## config.mk

```make
export PLATFORM = sky130hd
export DESIGN_NAME = lfu_cache_table_top
export DESIGN_NICKNAME = d
export VERILOG_FILES = /design/src/rtl/lct_pkg.sv /design/src/rtl/lct_ram.sv /design/src/rtl/lfu_cache_table_top.sv
export SDC_FILE = /design/constraint.sdc
export NUM_CORES = 2
export LEC_CHECK = 0
export BUFFER_PORTS_ARGS = -buffer_cell sky130_fd_sc_hd__clkbuf_2
export CAP_MARGIN = 40
export CORE_ASPECT_RATIO = 1.4
export CORE_MARGIN = 2
export CORE_UTILIZATION = 60
export DETAILED_ROUTE_END_ITERATION = 10
export PLACE_DENSITY = 0.77
export SLEW_MARGIN = 25
export SYNTH_ARGS = -nofsm -noshare
export SYNTH_HDL_FRONTEND = slang
export SYNTH_SLANG_ARGS = --single-unit
```

## constraint.sdc

```tcl
create_clock -name clock -period 13.4 [get_ports clock]
set_input_delay 2.68 -clock clock [delete_from_list [all_inputs] [get_ports clock]]
set_output_delay 2.68 -clock clock [all_outputs]
set_load 0.02 [all_outputs]
```

## src/rtl/lct_pkg.sv

```systemverilog
`default_nettype none

package lct_pkg;

   localparam int SLOTS      = 16;
   localparam int COUNT_BITS = 16;
   localparam int KEY_BITS   = 32;
   localparam int VALUE_BITS = 32;
   localparam int CAP_BITS   = 5;
   localparam int IDX_BITS   = (SLOTS > 1) ? $clog2(SLOTS) : 1;
   localparam int CNT_W      = $clog2(SLOTS + 1);

   localparam logic [CAP_BITS-1:0]   CAP_RESET = CAP_BITS'(16);
   localparam logic [COUNT_BITS-1:0] COUNT_MAX = {COUNT_BITS{1'b1}};

   typedef enum logic {
      FUNC_GET = 1'b0,
      FUNC_PUT = 1'b1
   } func_type;

   typedef struct packed {
      func_type                      func;
      logic [KEY_BITS-1:0]           lookup_key;
      logic signed [VALUE_BITS-1:0]  write_value;
   } req_type;

   typedef struct packed {
      logic                          hit;
      logic signed [VALUE_BITS-1:0]  read_value;
      logic                          evicted;
   } rsp_type;

   typedef struct packed {
      logic [KEY_BITS-1:0]   key;
      logic [VALUE_BITS-1:0] value;
      logic [COUNT_BITS-1:0] count;
      logic [IDX_BITS-1:0]   rank;
   } entry_type;

   localparam int ENTRY_BITS = $bits(entry_type);

endpackage

`default_nettype wire

```

## src/rtl/lct_ram.sv

```systemverilog
`default_nettype none

module lct_ram #(
   parameter int WIDTH = 8,
   parameter int DEPTH = 16
) (
   input  wire logic                                         clock,
   input  wire logic                                         wr_en,
   input  wire logic [((DEPTH > 1) ? $clog2(DEPTH) : 1)-1:0] wr_addr,
   input  wire logic [WIDTH-1:0]                             wr_data,
   input  wire logic [((DEPTH > 1) ? $clog2(DEPTH) : 1)-1:0] rd_addr,
   output logic [WIDTH-1:0]                                  rd_data
);

   logic [WIDTH-1:0] mem [DEPTH];

   always_ff @(posedge clock) begin
      if (wr_en) begin
         mem[wr_addr] <= wr_data;
      end
      rd_data <= mem[rd_addr];
   end

endmodule

`default_nettype wire

```

## src/rtl/lfu_cache_table_top.sv

```systemverilog
// LFU key-value cache with least-recently-used tiebreak among equal use counts.
// Request channel: an operation (get or put, key, value) transfers at a rising
// edge where start is high and busy is low. The block then holds busy high
// until the operation is complete; one operation is handled at a time.
// Response channel: exactly one result per operation appears on rsp_payload for
// a single cycle, marked by rsp_valid. The receiver cannot stall, and busy is
// already low in that cycle, so the next operation may transfer there.
// Each operation sweeps the entry memory once over its single read port, one
// slot per cycle, to find the key and the eviction victim; an operation that
// changes state sweeps it a second time to rewrite the recency ranks. A get
// that misses or a put while the capacity is zero strobes its result after
// the first sweep; every other operation strobes it after the second.
// Configuration: csr_data sets the capacity and transfers whenever csr_valid is
// high (csr_ready is always high); write it only while the block is idle.
// Reset empties the cache at once and sets the capacity to sixteen entries.
`default_nettype none

module lfu_cache_table_top (
   input  wire logic                           clock,
   input  wire logic                           reset,
   input  wire logic                           start,
   output logic                                busy,
   input  wire lct_pkg::req_type               req_payload,
   output logic                                rsp_valid,
   output lct_pkg::rsp_type                    rsp_payload,
   input  wire logic                           csr_valid,
   output logic                                csr_ready,
   input  wire logic [lct_pkg::CAP_BITS-1:0]   csr_data
);

   typedef enum logic [1:0] {
      ST_IDLE,
      ST_SCAN,
      ST_DECIDE,
      ST_UPDATE
   } state_type;

   state_type                          state_ff, state_in;
   logic [lct_pkg::CNT_W-1:0]          cnt_ff, cnt_in;
   logic                               rd_pend_ff, rd_pend_in;
   logic [lct_pkg::IDX_BITS-1:0]       rd_idx_ff, rd_idx_in;
   logic [lct_pkg::SLOTS-1:0]          valid_ff, valid_in;
   logic [lct_pkg::CAP_BITS-1:0]       cap_ff, cap_in;
   lct_pkg::req_type                   req_ff, req_in;
   logic [lct_pkg::CNT_W-1:0]          nvalid_ff, nvalid_in;
   logic                               found_ff, found_in;
   logic [lct_pkg::IDX_BITS-1:0]       found_idx_ff, found_idx_in;
   lct_pkg::entry_type                 found_ent_ff, found_ent_in;
   logic                               vic_ff, vic_in;
   logic [lct_pkg::IDX_BITS-1:0]       vic_idx_ff, vic_idx_in;
   logic [lct_pkg::COUNT_BITS-1:0]     vic_cnt_ff, vic_cnt_in;
   logic [lct_pkg::IDX_BITS-1:0]       vic_rank_ff, vic_rank_in;
   logic [lct_pkg::IDX_BITS-1:0]       tgt_idx_ff, tgt_idx_in;
   logic                               insert_ff, insert_in;
   logic                               evict_ff, evict_in;
   logic                               rsp_valid_ff, rsp_valid_in;
   lct_pkg::rsp_type                   rsp_ff, rsp_in;

   logic                               ram_wr_en;
   logic [lct_pkg::IDX_BITS-1:0]       ram_wr_addr;
   lct_pkg::entry_type                 ram_wr_data;
   logic [lct_pkg::ENTRY_BITS-1:0]     ram_rd_data;

   lct_ram #(
      .WIDTH (lct_pkg::ENTRY_BITS),
      .DEPTH (lct_pkg::SLOTS)
   ) u_entry_ram (
      .clock   (clock),
      .wr_en   (ram_wr_en),
      .wr_addr (ram_wr_addr),
      .wr_data (ram_wr_data),
      .rd_addr (cnt_ff[lct_pkg::IDX_BITS-1:0]),
      .rd_data (ram_rd_data)
   );

   always_comb begin
      lct_pkg::entry_type              rd_ent;
      lct_pkg::entry_type              upd_ent;
      logic                            issue;
      logic [lct_pkg::CNT_W-1:0]       cap_eff;
      logic [lct_pkg::SLOTS-1:0]       vmask;
      logic                            free_ok;
      logic [lct_pkg::IDX_BITS-1:0]    free_idx;
      logic                            evict_w;
      logic [lct_pkg::COUNT_BITS-1:0]  inc_cnt;
      logic [lct_pkg::IDX_BITS-1:0]    q;

      rd_ent   = lct_pkg::entry_type'(ram_rd_data);
      upd_ent  = rd_ent;
      issue    = (cnt_ff < lct_pkg::CNT_W'(lct_pkg::SLOTS));
      cap_eff  = (32'(cap_ff) > 32'(lct_pkg::SLOTS)) ? lct_pkg::CNT_W'(lct_pkg::SLOTS)
                                                    : lct_pkg::CNT_W'(cap_ff);
      vmask    = valid_ff;
      free_ok  = 1'b0;
      free_idx = '0;
      evict_w  = 1'b0;
      inc_cnt  = (found_ent_ff.count == lct_pkg::COUNT_MAX) ? found_ent_ff.count
                                                            : found_ent_ff.count + 1'b1;
      q        = rd_ent.rank;

      state_in     = state_ff;
      cnt_in       = cnt_ff;
      rd_pend_in   = 1'b0;
      rd_idx_in    = rd_idx_ff;
      valid_in     = valid_ff;
      cap_in       = csr_valid ? csr_data : cap_ff;
      req_in       = req_ff;
      nvalid_in    = nvalid_ff;
      found_in     = found_ff;
      found_idx_in = found_idx_ff;
      found_ent_in = found_ent_ff;
      vic_in       = vic_ff;
      vic_idx_in   = vic_idx_ff;
      vic_cnt_in   = vic_cnt_ff;
      vic_rank_in  = vic_rank_ff;
      tgt_idx_in   = tgt_idx_ff;
      insert_in    = insert_ff;
      evict_in     = evict_ff;
      rsp_valid_in = 1'b0;
      rsp_in       = rsp_ff;

      ram_wr_en    = 1'b0;
      ram_wr_addr  = tgt_idx_ff;
      ram_wr_data  = upd_ent;

      case (state_ff)
         ST_IDLE: begin
            cnt_in = '0;
            if (start) begin
               req_in    = req_payload;
               nvalid_in = '0;
               found_in  = 1'b0;
               vic_in    = 1'b0;
               state_in  = ST_SCAN;
            end
         end
         ST_SCAN: begin
            if (issue) begin
               cnt_in     = cnt_ff + 1'b1;
               rd_pend_in = 1'b1;
               rd_idx_in  = cnt_ff[lct_pkg::IDX_BITS-1:0];
            end
            if (rd_pend_ff && valid_ff[rd_idx_ff]) begin
               nvalid_in = nvalid_ff + 1'b1;
               if (!found_ff && rd_ent.key == req_ff.lookup_key) begin
                  found_in     = 1'b1;
                  found_idx_in = rd_idx_ff;
                  found_ent_in = rd_ent;
               end
               if (!vic_ff || rd_ent.count < vic_cnt_ff ||
                   (rd_ent.count == vic_cnt_ff && rd_ent.rank > vic_rank_ff)) begin
                  vic_in      = 1'b1;
                  vic_idx_in  = rd_idx_ff;
                  vic_cnt_in  = rd_ent.count;
                  vic_rank_in = rd_ent.rank;
               end
            end
            if (!issue && !rd_pend_ff) begin
               state_in = ST_DECIDE;
            end
         end
         ST_DECIDE: begin
            cnt_in         = '0;
            rsp_in.hit     = found_ff;
            rsp_in.evicted = 1'b0;
            rsp_in.read_value = (req_ff.func == lct_pkg::FUNC_GET && found_ff)
                                ? $signed(found_ent_ff.value) : '0;
            if (found_ff && (req_ff.func == lct_pkg::FUNC_GET || cap_eff != '0)) begin
               ram_wr_en        = 1'b1;
               ram_wr_addr      = found_idx_ff;
               ram_wr_data.key  = found_ent_ff.key;
               ram_wr_data.value = (req_ff.func == lct_pkg::FUNC_PUT)
                                   ? req_ff.write_value : found_ent_ff.value;
               ram_wr_data.count = inc_cnt;
               ram_wr_data.rank  = '0;
               tgt_idx_in       = found_idx_ff;
               insert_in        = 1'b0;
               evict_in         = 1'b0;
               state_in         = ST_UPDATE;
            end else if (req_ff.func == lct_pkg::FUNC_PUT && cap_eff != '0) begin
               evict_w = (nvalid_ff >= cap_eff) && vic_ff;
               if (evict_w) begin
                  vmask[vic_idx_ff] = 1'b0;
               end
               for (int i = lct_pkg::SLOTS - 1; i >= 0; i--) begin
                  if (!vmask[i]) begin
                     free_ok  = 1'b1;
                     free_idx = lct_pkg::IDX_BITS'(i);
                  end
               end
               if (free_ok) begin
                  valid_in           = vmask;
                  valid_in[free_idx] = 1'b1;
                  ram_wr_en          = 1'b1;
                  ram_wr_addr        = free_idx;
                  ram_wr_data.key    = req_ff.lookup_key;
                  ram_wr_data.value  = req_ff.write_value;
                  ram_wr_data.count  = lct_pkg::COUNT_BITS'(1);
                  ram_wr_data.rank   = '0;
                  tgt_idx_in         = free_idx;
                  insert_in          = 1'b1;
                  evict_in           = evict_w;
                  rsp_in.evicted     = evict_w;
                  state_in           = ST_UPDATE;
               end else begin
                  rsp_valid_in = 1'b1;
                  state_in     = ST_IDLE;
               end
            end else begin
               rsp_valid_in = 1'b1;
               state_in     = ST_IDLE;
            end
         end
         ST_UPDATE: begin
            if (issue) begin
               cnt_in     = cnt_ff + 1'b1;
               rd_pend_in = 1'b1;
               rd_idx_in  = cnt_ff[lct_pkg::IDX_BITS-1:0];
            end
            if (insert_ff) begin
               upd_ent.rank = q - ((evict_ff && q > vic_rank_ff) ? 1'b1 : 1'b0) + 1'b1;
            end else begin
               upd_ent.rank = q + ((q < found_ent_ff.rank) ? 1'b1 : 1'b0);
            end
            if (rd_pend_ff && valid_ff[rd_idx_ff] && rd_idx_ff != tgt_idx_ff) begin
               ram_wr_en   = 1'b1;
               ram_wr_addr = rd_idx_ff;
               ram_wr_data = upd_ent;
            end
            if (!issue && !rd_pend_ff) begin
               rsp_valid_in = 1'b1;
               state_in     = ST_IDLE;
            end
         end
         default: begin
            state_in = ST_IDLE;
         end
      endcase
   end

   always_ff @(posedge clock) begin
      if (reset) begin
         state_ff     <= ST_IDLE;
         cnt_ff       <= '0;
         rd_pend_ff   <= 1'b0;
         valid_ff     <= '0;
         cap_ff       <= lct_pkg::CAP_RESET;
         found_ff     <= 1'b0;
         vic_ff       <= 1'b0;
         insert_ff    <= 1'b0;
         evict_ff     <= 1'b0;
         rsp_valid_ff <= 1'b0;
      end else begin
         state_ff     <= state_in;
         cnt_ff       <= cnt_in;
         rd_pend_ff   <= rd_pend_in;
         valid_ff     <= valid_in;
         cap_ff       <= cap_in;
         found_ff     <= found_in;
         vic_ff       <= vic_in;
         insert_ff    <= insert_in;
         evict_ff     <= evict_in;
         rsp_valid_ff <= rsp_valid_in;
      end
      rd_idx_ff    <= rd_idx_in;
      req_ff       <= req_in;
      nvalid_ff    <= nvalid_in;
      found_idx_ff <= found_idx_in;
      found_ent_ff <= found_ent_in;
      vic_idx_ff   <= vic_idx_in;
      vic_cnt_ff   <= vic_cnt_in;
      vic_rank_ff  <= vic_rank_in;
      tgt_idx_ff   <= tgt_idx_in;
      rsp_ff       <= rsp_in;
   end

   assign busy        = (state_ff != ST_IDLE);
   assign rsp_valid   = rsp_valid_ff;
   assign rsp_payload = rsp_ff;
   assign csr_ready   = 1'b1;

endmodule

`default_nettype wire

```

# --- Word level (Yosys, flattened, before mapping) ---
# Memories as Yosys holds them, arrays and structs flattened. A register that Yosys moved wholly into a read port is not among the register bits.
# Cells that the tools add are included.
totals:
  reg_bits: 258
  memories: 1
  wordCells: 208
  mem_bits_rw: 1344
  inputBits: 74
  output_inout_bits: 37
mem_list:
  columns: ["name", "depth", "word_bits", "read_ports", "rd_ports_with_merged_regs", "write_ports", "line_no", "rtl"]
  rows:
  - ["u_entry_ram.mem", 16, 84, 1, 1, 1, "lct_ram.sv:15", "logic [WIDTH-1:0] mem [DEPTH];"]
classes:
  magnitude_cmp: 11
  n_reduce_logical: 39
  eq_ne: 14
  n_addsub: 6
  bitwise: 8
  mux: 102
ops:
  columns: ["op", "count"]
  rows:
  - ["$mux 84", 3]
  - ["$pmux 84 s2", 1]
  - ["$mux 4", 25]
  - ["$mux 16", 5]
  - ["$mux 1", 46]
  - ["$eq 32x32->1", 1]
  - ["$mux 32", 1]
  - ["$mux 5", 4]
  - ["$pmux 5 s2", 2]
  - ["$add 16x1->16 const B", 1]
  - ["$and 16x16->16", 1]
  - ["$eq 16x16->1", 1]
  - ["$eq 16x16->1 const B", 1]
  - ["$lt 16x16->1", 1]
  - ["$not 16->16", 1]
  - ["$or 16x16->16", 1]
  - ["$lt 4x5->1 const B", 3]
  - ["$reduce_and 3->1", 5]
  - ["$logic_and 1x1->1", 12]
  - ["$mux 2", 6]
  - ["$ne 2x2->1 const B", 6]
  - ["$reduce_and 4->1", 3]
  - ["$add 5x1->5 const B", 2]
  - ["$demux 1 s4", 2]
  - ["26 further kinds", 46]

# --- Logic depth before layout (Yosys ltp) ---
depth:
  word_depth: 35
  ltp_mapped: 18
  ltp_nobuf: 18

# --- Hierarchy ---
# Synthesis repeated with hierarchy kept, for this count alone.
hier_totals:
  hier_cells: 3155
  hier_area_um2: 64170.3
modules_own_cells:
  columns: ["module", "area_each_um2", "instances", "seq_area_each_um2", "cells_each"]
  rows:
  - ["lct_ram", 52052.4, 1, 42040.3, 2154]
  - ["lfu_cache_table_top", 12117.9, 1, 7407.1, 1001]

# --- Worst setup path before layout ---
# OpenSTA, ideal clock, no wires.
synth_timing:
  kind: "register to register"
  from: "register cap_ff[2] (netlist bit)"
  to: "memory u_entry_ram.mem[2][0] (netlist bit) (enable)"
  arrival_time_ns: 10.365
  path_slack_ns: 2.303
  path_buffers: 1
  setup_ns: 0.732
  path_stages_with_launch: 12
  t_required_ns: 12.668
  synth_period_minus_slack_ns: 11.097
  cell_sequence: "dfxtp_1 nand2_1 ha_1 nand2_1 o21ai_2 a211oi_1 and3_1 o31ai_1 buf_2 a2bb2oi_1 nand3_1 nor4_1"
synth_via:
  elab_chain_len: 33
  elab_cells_between_ends: 60
  cone_classes: "2 x order compare; 53 x mux; 5 x reduce/logical"
synth_rtl:
  columns: ["item", "line_no", "rtl"]
  rows:
  - ["from (decl)", "lfu_cache_table_top.sv:43", "logic [lct_pkg::CAP_BITS-1:0] cap_ff, cap_in;"]
  - ["from (signal assigned)", "lfu_cache_table_top.sv:247", "cap_ff <= lct_pkg::CAP_RESET;"]
  - ["from (signal assigned)", "lfu_cache_table_top.sv:258", "cap_ff <= cap_in;"]
  - ["$gt 5x5->1", "lfu_cache_table_top.sv:91", "cap_eff = (32'(cap_ff) > 32'(lct_pkg::SLOTS)) ? lct_pkg::CNT_W'(lct_pkg::SLOTS)"]
  - ["$mux 5 *", "lfu_cache_table_top.sv:91", null]
  - ["$ge 5x5->1", "lfu_cache_table_top.sv:181", "evict_w = (nvalid_ff >= cap_eff) && vic_ff;"]
  - ["$logic_and 1x1->1", "lfu_cache_table_top.sv:181", null]
  - ["$mux 16", "lfu_cache_table_top.sv:182", "if (evict_w) begin"]
  - ["$mux 16", "lfu_cache_table_top.sv:180", "end else if (req_ff.func == lct_pkg::FUNC_PUT && cap_eff != '0) begin"]
  - ["$mux 16", "lfu_cache_table_top.sv:168", "if (found_ff && (req_ff.func == lct_pkg::FUNC_GET || cap_eff != '0)) begin"]
  - ["$mux 16", "lfu_cache_table_top.sv:126", "case (state_ff)"]
  - ["(+17 left out)", null, null]
  - ["$mux 1", "lfu_cache_table_top.sv:168", null]
  - ["$mux 1", "lfu_cache_table_top.sv:126", null]
  - ["$mux 1", "lfu_cache_table_top.sv:191", "if (free_ok) begin"]
  - ["$mux 1", "lfu_cache_table_top.sv:180", null]
  - ["$mux 1", "lfu_cache_table_top.sv:168", null]
  - ["$pmux 1 s2", "lfu_cache_table_top.sv:126", null]
  - ["$mux 1", "lct_ram.sv:18", "if (wr_en) begin"]
  - ["$mux 1 (implied by the code)", "lct_ram.sv:19", "mem[wr_addr] <= wr_data;"]
  - ["to (decl)", "lct_ram.sv:15", null]
# Every way passes the cells marked *; elsewhere a longest branch is shown, timed or not. The select of a mux whose other input is x is not followed.

# --- Final worst setup path ---
layout_timing:
  from: "register req_ff[64] (netlist bit)"
  to: "memory u_entry_ram.mem[9][81] (netlist bit) (enable)"
layout_via:
  elab_chain_len: 7
  elab_cells_between_ends: 12
  cone_classes: "8 x mux; 1 x bitwise; 3 x reduce/logical"
layout_rtl:
  columns: ["item", "line_no", "rtl"]
  rows:
  - ["from (decl)", "lfu_cache_table_top.sv:44", "lct_pkg::req_type req_ff, req_in;"]
  - ["from (signal assigned)", "lfu_cache_table_top.sv:266", "req_ff <= req_in;"]
  - ["$not 1->1", "lfu_cache_table_top.sv:168", null]
  - ["$logic_or 1x1->1", "lfu_cache_table_top.sv:168", null]
  - ["$logic_and 1x1->1", "lfu_cache_table_top.sv:168", null]
  - ["$mux 1", "lfu_cache_table_top.sv:168", null]
  - ["$pmux 1 s2", "lfu_cache_table_top.sv:126", null]
  - ["$mux 1", "lct_ram.sv:18", null]
  - ["$mux 1 (implied by the code)", "lct_ram.sv:19", null]
# Several ways; a longest one is shown, not always the timed one.

==> summary.txt <==
Layout
  – Count of non-filler cells in the finished layout: 4840
  – Share of post-route cells with drive strength above 1: roughly 28%
  – Filler cell count: approximately 6300
  – Area taken by multi-input logic gates: approximately 14000 sq um
  – Synthesis-to-layout area growth: 13.15%
  – Layout Nets: 3382
  – Area taken by flip-flops and latches: 49460 sq um

Critical path
  – Endpoint type of the worst setup path: flop
  – Worst path most repeated cell: buf_4
  – Kind of critical path: reg2reg
  – Largest driver fanout on the critical path: 47
  – Cell chain of the critical path: inv_2, o41a_1, nand2_1, o31ai_4, buf_4, o211a_1, nand3_1, a211oi_4, buf_4, buf_4
  – CP arrival: 6.30 ns
  – CP Launch Type: flop
  – Reg-to-Reg Start: req_ff[64]$_DFFE_PP_
  – Critical path launch point: req_ff[64]$_DFFE_PP_
  – Worst endpoint required time: 13.78 ns
  – Count of buffer and inverter cells on the critical path: 4
  – Critical path's slowest cell: buf_4
  – Family with the most delay on the worst path: buffers and inverters
  – Peak per-stage delay on the critical path: 0.75 ns

Yosys
  – Dominant cell type by area after synthesis: edfxtp_1
  – Synthesis warning total: 0
  – Nets in the synthesized netlist: between 3000 and 4000
  – Post-synthesis average cell area: 21.24 sq um
  – Post-synth cell types: 74
  – Synth Cell Area: 64380 sq um
  – Sequential element share of the synthesized area: around 77%
  – Flop and latch count out of synthesis: around 1700
  – Cells after Synth: just over 3000
  – Cell types with the highest counts after synthesis: edfxtp_1 (1568), mux4_2 (420), dfxtp_1 (118), nor2_1 (111), clkbuf_1 (95)
  – Most common flop cell mapped by yosys: edfxtp_1
  – Yosys top cell area share: about three quarters
  – Top area cells in the synthesized netlist: edfxtp_1 (73%), mux4_2 (15%), dfxtp_1 (3.7%)
  – Leading cell type by number of instances after synthesis: edfxtp_1
  – Post-synth EDFFs: 1568
  – Share of async-settable or async-resettable flops after synthesis: 0%

Clocking
  – Clock root buffer: clkbuf_16
  – Clock buffer count from CTS: 150
  – Maximum level of the CTS H-tree: 4
  – Post-CTS repair timing setup buffer count: 0
  – Post-CTS sizing: 0
  – CTS tree: yes
  – Clock latency of the later-clocked register in the worst-skew pair: just under 0.8 ns
  – Number of buffers on the longest clock path: 3
  – Clock slew at reported path FFs: about 0.07 ns
  – Number of buffers added to fix hold violations after cts: 0
  – Number of clock sinks: between 1500 and 2000

Drt
  – Post-route DRC: 0
  – Post-route antenna net violation count: 0
  – Routed Wire Length: 159100 um
  – Routed vias/inst: 6.805
  – First drt pass iteration count: 6
  – DR vias: between 30000 and 40000
  – DRT iter0 DRCs: roughly 5000
  – WL/cell: between 30 and 40 um

Status
  – Status: finished, final reports clean

STA
  – Worst Skew: 0.02652 ns
  – Setup violators final: 0
  – Final Hold Slack: between 0.4 and 0.5 ns
  – Number of max-slew violations in the final report: 0
  – Max-slew headroom at the worst pin: approximately 36%
  – Transition at the pin with the smallest max-transition slack: ~0.96 ns
  – Setup repair after global routing missed its margin: no
  – Highest Clock Rate: about 170 MHz
  – Fin. Hold Viols: 0
  – Final period utilization: roughly 44%
  – Final critical delay including setup and external delays: 5.915 ns
  – Final total negative setup slack: 0 ns

GRT
  – Total congestion overflow: 0
  – Aggregate global-route resource usage: ~30%
  – Vias in the first global route: between 30000 and 40000
  – Pin count of the biggest net entering global routing: 110
  – Antenna violations before repair: 3
  – Global-route wire length before repair: roughly 230000 um

Floorplan
  – Io pins: 111
  – Y dimension of the die: 391.6 um
  – Core area: approximately 110000 sq um
  – FP Rows: between 100 and 150
  – Die width: about 280 um
  – Initial core utilization: between 60% and 70%
  – Full die area: 110000 sq um

Placed design
  – Count of port buffers added during placement: 109
  – Placed wire-length estimate: around 90000 um
  – Placer's final routability congestion estimate: between 0.9 and 1
  – Count of placed standard cells including taps: ~4500

Hold path
  – Hold crit path type: reg2reg
  – Hold Startpoint: u_entry_ram.rd_data[24]$_DFF_P_

Power and ir drop
  – Cell leakage power: ~0.023 uW
  – Power density over the cells: roughly 140 nW/um^2
  – Sum of internal, switching and leakage power: around 11000 uW
  – Peak VDD IR: roughly 160 uV

Flow run
  – Max-cap violation count: 0
[metal layers]
metal,part of all wire (%),GRT usage [%],wire length [um]
met1,35,38.85,55400
met2,51,48.84,81000
met3,9.6,5.758,15300
met4,4.6,12.88,7339
met5,0.025,0,39
[power breakdown]
group          internal [uW]  switching [uW]
clock network           2530            1890
logic                    130             173
registers               5750            40.7
total                   8410            2110
[per-stage QoR]
step,setup WS (ns),instance area (sq um),utilization [%]
floorplan,2.303,64380,-
global placement,7.777,66920,62.67
detailed placement,7.627,67540,63.25
CTS,7.560,72590,67.99
global route,7.338,72840,68.22
finish,7.485,72850,68.22
[logic make-up (layout without fill, tap and decap cells)]
logic type	after synthesis	in the layout	synth area share (%)
AO/OA/AOI/OAI	263	263	2.894
XOR/XNOR	57	57	0.7755
buffers and inverters	210	578	1.267
other	1	2	0.005825
adder cells (fa/ha/maj)	36	36	0.6997
flip-flops	1686	1686	76.81
AND/OR/NAND/NOR	339	339	2.562
multiplexers	439	439	14.99
[cells in the final DEF (no fill, tap or decap), types with 11 or more instances in the layout]
master	synthesis	routed
nand4_1	13	13
clkinv_1	2	19
clkbuf_8	0	12
buf_16	0	12
xor2_1	42	42
mux2i_1	19	19
nand3_1	32	32
buf_12	0	12
dfxtp_1	118	113
mux4_2	420	420
xnor2_1	15	15
nand2b_1	15	15
clkinv_2	0	22
clkbuf_16	0	156
o22ai_1	32	32
and3_1	38	38
o21ai_0	49	40
clkbuf_1	95	41
nand2_1	71	71
nor2_1	111	105
a21oi_1	39	34
bufinv_16	0	16
a222oi_1	25	25
inv_1	61	59
o211ai_1	13	13
ha_1	36	36
clkbuf_2	0	111
edfxtp_1	1568	1568
buf_4	1	82
a22oi_1	11	11
[cell type report]
type                            count  share of cell area [%]
Clock buffer                      209                   5.797
Sequential cell                  1686                   67.90
Multi-Input combinational cell   1135                   19.74
Tap cell                         1440                   2.473
Timing Repair Buffer              235                   2.614
Antenna cell                        1                0.003435
Clock inverter                     70                   1.142
Inverter                           64                  0.3315
[path summary, 6_finish.rpt]
| path | endpoint | slack [ns] | cells after the start |
|---|---|---|---|
| max | u_entry_ram.mem[9][81]$_DFFE_PP_ | 7.49 | 10 |
| min | found_ent_ff[24]$_DFFE_PP_ | 0.44 | 0 |
| max reg2reg | u_entry_ram.mem[9][81]$_DFFE_PP_ | 7.49 | 10 |
| min reg2reg | found_ent_ff[24]$_DFFE_PP_ | 0.44 | 0 |
[registers in the layout, indices dropped and copies added (netlist names), 4 cells and up]
name / flops
valid_ff: 16
tgt_idx_ff: 4
vic_idx_ff: 4
nvalid_ff: 5
rd_idx_ff: 4
found_idx_ff: 4
u_entry_ram.rd_data: 84
req_ff: 65
found_ent_ff: 84
cnt_ff: 5
vic_cnt_ff: 16
u_entry_ram.mem: 1344
vic_rank_ff: 4
cap_ff: 5
rsp_payload: 34
(Power assumes the default switching activity.)
